--- src/rtl/core/kms_pkg.sv ---
package kms_pkg;

  // fixed point default and field widths
  localparam int FRAC_BITS_DEF = 16;
  localparam int MOTION_W      = 32;
  localparam int Q_W           = 17;
  localparam int R_W           = 25;
  localparam int LIM_W         = 31;
  localparam int CFG_DATA_W    = 31;
  localparam int CFG_IDX_W     = 2;
  localparam int COV_W         = 32;
  localparam int P1_W          = COV_W + 1;
  localparam int DEN_W         = P1_W + 1;
  localparam int CORR_W        = MOTION_W + 2;

  // trajectory lanes: x, y, angle
  localparam int LANES       = 3;
  localparam int LANE_TX     = 0;
  localparam int LANE_TY     = 1;
  localparam int LANE_ANGLE  = 2;

  // register indexes
  localparam logic [CFG_IDX_W-1:0] CFG_PROCESS_NOISE     = 2'd0;
  localparam logic [CFG_IDX_W-1:0] CFG_MEASUREMENT_NOISE = 2'd1;
  localparam logic [CFG_IDX_W-1:0] CFG_TRANSLATION_LIMIT = 2'd2;

  typedef struct packed {
    logic                       motion_found;
    logic signed [MOTION_W-1:0] trans_x;
    logic signed [MOTION_W-1:0] trans_y;
    logic signed [MOTION_W-1:0] rot_angle;
    logic signed [MOTION_W-1:0] scale_x;
    logic signed [MOTION_W-1:0] scale_y;
  } kms_in_t;

  typedef struct packed {
    logic                       bypass;
    logic signed [MOTION_W-1:0] corr_trans_x;
    logic signed [MOTION_W-1:0] corr_trans_y;
    logic signed [MOTION_W-1:0] corr_angle;
    logic signed [MOTION_W-1:0] out_scale_x;
    logic signed [MOTION_W-1:0] out_scale_y;
  } kms_out_t;

  typedef struct packed {
    logic sum_en;
    logic mul_en;
    logic est_en;
  } kms_lane_ctrl_t;

  typedef struct packed {
    logic start;
    logic mul_en;
    logic upd_en;
  } kms_cov_ctrl_t;

  typedef enum logic [2:0] {
    ST_IDLE,
    ST_SUM,
    ST_DIV,
    ST_MUL,
    ST_UPD,
    ST_CORR
  } kms_state_t;

  // saturate a wide signed value to the motion width
  function automatic logic signed [MOTION_W-1:0] sat_motion(input logic signed [63:0] v);
    logic signed [63:0] hi;
    logic signed [63:0] lo;
    hi = (64'sd1 <<< (MOTION_W - 1)) - 64'sd1;
    lo = -hi - 64'sd1;
    if (v > hi) begin
      return MOTION_W'(hi);
    end else if (v < lo) begin
      return MOTION_W'(lo);
    end
    return MOTION_W'(v);
  endfunction

endpackage

--- src/rtl/core/kms_lane.sv ---
module kms_lane #(
  parameter int FRAC_BITS = kms_pkg::FRAC_BITS_DEF
) (
  input  logic                                clk,
  input  logic                                rst,
  input  kms_pkg::kms_lane_ctrl_t             ctrl,
  input  logic                                clamp_en,
  input  logic signed [kms_pkg::MOTION_W-1:0] motion,
  input  logic [FRAC_BITS:0]                  gain,
  input  logic [kms_pkg::LIM_W-1:0]           limit,
  output logic signed [kms_pkg::MOTION_W-1:0] corr
);
  import kms_pkg::*;

  localparam int GAIN_SW = FRAC_BITS + 2;
  localparam int DIFF_W  = MOTION_W + 1;
  localparam int PROD_W  = DIFF_W + GAIN_SW;
  localparam logic signed [PROD_W-1:0] HALF = PROD_W'(1) << (FRAC_BITS - 1);

  logic signed [MOTION_W-1:0] sum;
  logic signed [MOTION_W-1:0] est;
  logic signed [MOTION_W-1:0] sum_next;
  logic signed [MOTION_W-1:0] est_next;
  logic signed [DIFF_W-1:0]   diff;
  logic signed [GAIN_SW-1:0]  gain_s;
  logic signed [PROD_W-1:0]   prod;
  logic signed [PROD_W-1:0]   step;
  logic signed [CORR_W-1:0]   corr_wide;
  logic signed [CORR_W-1:0]   lim_s;

  // running sum and innovation
  assign sum_next = sat_motion(64'(sum) + 64'(motion));
  assign diff     = DIFF_W'(sum) - DIFF_W'(est);
  assign gain_s   = signed'({1'b0, gain});

  // rounded estimate step, ties toward plus infinity
  assign step     = (prod + HALF) >>> FRAC_BITS;
  assign est_next = sat_motion(64'(est) + 64'(step));

  // correction and clamp
  assign corr_wide = CORR_W'(motion) + CORR_W'(est) - CORR_W'(sum);
  assign lim_s     = signed'(CORR_W'(limit));

  always_comb begin
    if (clamp_en) begin
      if (corr_wide > lim_s) begin
        corr = MOTION_W'(lim_s);
      end else if (corr_wide < -lim_s) begin
        corr = MOTION_W'(-lim_s);
      end else begin
        corr = MOTION_W'(corr_wide);
      end
    end else begin
      corr = sat_motion(64'(corr_wide));
    end
  end

  // trajectory state
  always_ff @(posedge clk) begin
    if (rst) begin
      sum <= '0;
      est <= '0;
    end else begin
      if (ctrl.sum_en) begin
        sum <= sum_next;
      end
      if (ctrl.est_en) begin
        est <= est_next;
      end
    end
  end

  // gain product
  always_ff @(posedge clk) begin
    if (ctrl.mul_en) begin
      prod <= PROD_W'(diff) * PROD_W'(gain_s);
    end
  end

endmodule

--- config.mk ---
export PLATFORM = sky130hd
export DESIGN_NAME = kms_lane
export DESIGN_NICKNAME = d
export VERILOG_FILES = /design/src/rtl/core/kms_pkg.sv /design/src/rtl/core/kms_lane.sv
export SDC_FILE = /design/constraint.sdc
export NUM_CORES = 2
export LEC_CHECK = 0
export CORE_MARGIN = 3
export CORE_UTILIZATION = 56
export CTS_CLUSTER_DIAMETER = 30
export DETAILED_ROUTE_END_ITERATION = 10
export DONT_BUFFER_PORTS = 1
export HOLD_SLACK_MARGIN = 0.02
export PLACE_DENSITY_LB_ADDON = 0.1
export REMOVE_ABC_BUFFERS = 1
export SETUP_SLACK_MARGIN = 0.5
export SKIP_CTS_REPAIR_TIMING = 1
export SYNTH_ARGS = -nofsm -noshare
export SYNTH_HDL_FRONTEND = slang
export SYNTH_SLANG_ARGS = --single-unit
--- constraint.sdc ---
create_clock -name clk -period 9.47 [get_ports clk]
set_clock_uncertainty 0.15 [all_clocks]
set_input_delay 0 -clock clk [delete_from_list [all_inputs] [get_ports clk]]
set_output_delay 0 -clock clk [all_outputs]
set_load 0.02 [all_outputs]
==> impl_metrics.ini <==
[placement]
place.port_buffers = 0
gp_routability_congestion = 0.960
numPlacedInstances = 5043
place_hpwl_um = 83000
place_area_um2 = 36300

[min_path]
tightest_hold_check_type = in2reg

[synthesis]
synth_top_cell_area_share_pct = 32.5
ys_seq_elements = 100
synth.largest_area_cell = sky130_fd_sc_hd__fa_1
synth_cell_type_count = 81
post_synth_inst_count = 4308
netlist_top_cells_area = sky130_fd_sc_hd__fa_1 (32%), sky130_fd_sc_hd__ha_1 (12%), sky130_fd_sc_hd__inv_1 (9.6%)
synth-async-reset-ratio_pct = 0
post-synth-top-count-cell = sky130_fd_sc_hd__inv_1
synth_enable_flop_cells = 36
synth.yosys.seq_area_share_pct = 6.73
syn_avg_cell_area_um2 = 8.15
syn-cell-area_um2 = 35100
yosysWarningCount = 0
synth.top_cells.by_count = sky130_fd_sc_hd__inv_1 (900), sky130_fd_sc_hd__fa_1 (569), sky130_fd_sc_hd__nand2_1 (429)
yosys_most_used_dff = sky130_fd_sc_hd__dfxtp_1

[global_routing]
grt_max_degree = 65
track_usage_pct = 32.2
number_of_global_route_vias_before_repair = 30138
grt_antenna_before_repair = 3
grt_remaining_overflow = 0
grt_pass1_wl_um = 168000

[floorplan]
die_width_um = 256
top_level_ports = 118
fp.dieH_um = 256
starting_density_of_the_core_pct = 56.8
core_area_um2 = 61800
rows = 91
design.die.area_um2 = 65700

[critical_path]
critical_path_peak_fanout = 5
timing.critical_path.arrival_ns = 8.76
critical_setup_path_kind = reg2reg
timing.critical_path.to_type = flip-flop
required_ns = 9.43
timing.critical_path.from_type = flip-flop
crit_path_frequent_cell = sky130_fd_sc_hd__fa_1
max_stage_delay_ns = 0.52
cp_slowest_cell = sky130_fd_sc_hd__fa_1

[cells_and_area]
finish.instance_area_um2 = 37900
finalNonFillerCells = 5116
nNetsFinal = 5273
final_layout_size_suffix_gt1_share_pct = 7.65
syn2layout_area_growth_pct = 7.88

[timing]
finalHoldWorstSlack_ns = -0.00746
finalSetupViolCount = 0
timing.setup.tns_ns = 0
achievable-frequency_mhz = 114
finalWorstPathRequiredPeriod_ns = 8.79
timing_hold_violations_final = 1
slew_headroom_pct = 24.5
final_min_period_over_clock_period_pct = 92.9
drv_slew = 0
rsz0062_at_grt = yes
least_margin_pin_slew_ns = 1.12

[clocking]
tritoncts = done
tritoncts_num_sinks = 100
clock_tree.root_cell = sky130_fd_sc_hd__clkbuf_16
cts-htree-levels = 3
numCtsBuffers = 9
clock_insertion_delay_at_the_later_pin_of_the_skew_report_ns = 0.37
clockBufferDepth = 2
path_clk_slew_ns = 0.08

[outcome]
run_status = finished with violations
failing_checks = hold timing

[route]
wl_met2_um = 49800
route.detailed.wl_per_inst_um = 20.6
finalWirelength_um = 105000
drc_errors = 0
top_layer_used = met5
routed-via-count = 29595
via_per_inst = 5.78
drt_first_pass_iters = 6
m1WireLength_um = 44500
drt_iter0_drc = 2440
dr_wl_met3_um = 7710
antenna_violating_nets_post_route = 0

[run]
drv.max_cap_violation_count = 0
==> path summary, 6_finish.rpt <==
kind         cells past startpoint  slack (ns)            startpoint                   end
max                             37        0.68   sum[0]$_SDFFE_PP0P_    prod[47]$_DFFE_PP_
min                              4      -0.007            motion[13]  sum[13]$_SDFFE_PP0P_
max reg2reg                     37        0.68   sum[0]$_SDFFE_PP0P_    prod[47]$_DFFE_PP_
min reg2reg                      2        0.36  est[11]$_SDFFE_PP0P_  est[11]$_SDFFE_PP0P_
==> state kept, by name (all words and copies together) (netlist names) <==
register / cells
est: 32
prod: 36
sum: 32
==> layout make-up <==
type                       instances  area [um2]
multi-input combinational       3104       29300
fill                            5632       24000
inverter                         903        3390
sequential                       100        2380
timing repair buffer             153        1420
tap                              837        1050
clock buffer                      13         260
clock inverter                     3        28.8
antenna                            3        7.51
==> per-layer routing <==
layer,GRT usage (%),vias to the layer above
met2,54.3,1076
met1,43.7,14632
met3,4.37,186
met4,8.89,2
li1,-,13699
met5,0,-
==> cell usage in the layout (no fill, tap or decap), types with 49 or more instances in the layout <==
cell type / instances
sky130_fd_sc_hd__a211oi_1: 67
sky130_fd_sc_hd__a21o_1: 74
sky130_fd_sc_hd__a21oi_1: 195
sky130_fd_sc_hd__and2_1: 199
sky130_fd_sc_hd__buf_4: 120
sky130_fd_sc_hd__dfxtp_1: 53
sky130_fd_sc_hd__fa_1: 557
sky130_fd_sc_hd__ha_1: 318
sky130_fd_sc_hd__inv_1: 880
sky130_fd_sc_hd__nand2_1: 427
sky130_fd_sc_hd__nand3_1: 94
sky130_fd_sc_hd__nand4_1: 60
sky130_fd_sc_hd__nor2_1: 184
sky130_fd_sc_hd__o21ai_0: 130
sky130_fd_sc_hd__xnor2_1: 150
sky130_fd_sc_hd__xor2_1: 49
==> cell families (layout without fill, tap and decap cells) <==
family,count (synthesis),in the layout,share of synthesized area [%]
AO/OA/AOI/OAI,773,773,14.4
buffers and inverters,1104,1072,11.9
adder cells (fa/ha/maj),920,920,44.9
XOR/XNOR,208,208,5.19
flip-flops,100,100,6.73
AND/OR/NAND/NOR,1194,1194,16.7
multiplexers,9,9,0.257
other,0,3,0
==> metrics by stage <==
step | util, % | setup WS, ns | hold slack [ns]
2_1_floorplan | - | -0.0810 | -0.0809
3_3_place_gp | 58.7 | 0.0404 | -0.0605
3_5_place_dp | 58.7 | 0.0216 | -0.0642
4_1_cts | 59.1 | -0.0181 | -0.463
5_1_grt | 61.2 | 0.291 | 0.0322
6_report | 61.3 | 0.676 | -0.00746
==> critical path, delay by kind of cell (launching register included) <==
kind            cells  cell delay [ns]
fa+ha+maj           9             3.67
compound gates     14             2.83
buf+inv             7             0.65
simple gates        5             0.63
flops               1             0.34
xor+xnor            2             0.26
Power is left out: the tool's default activity adds up to more than one toggle a clock period on the data nets, which glitch-free logic cannot reach.
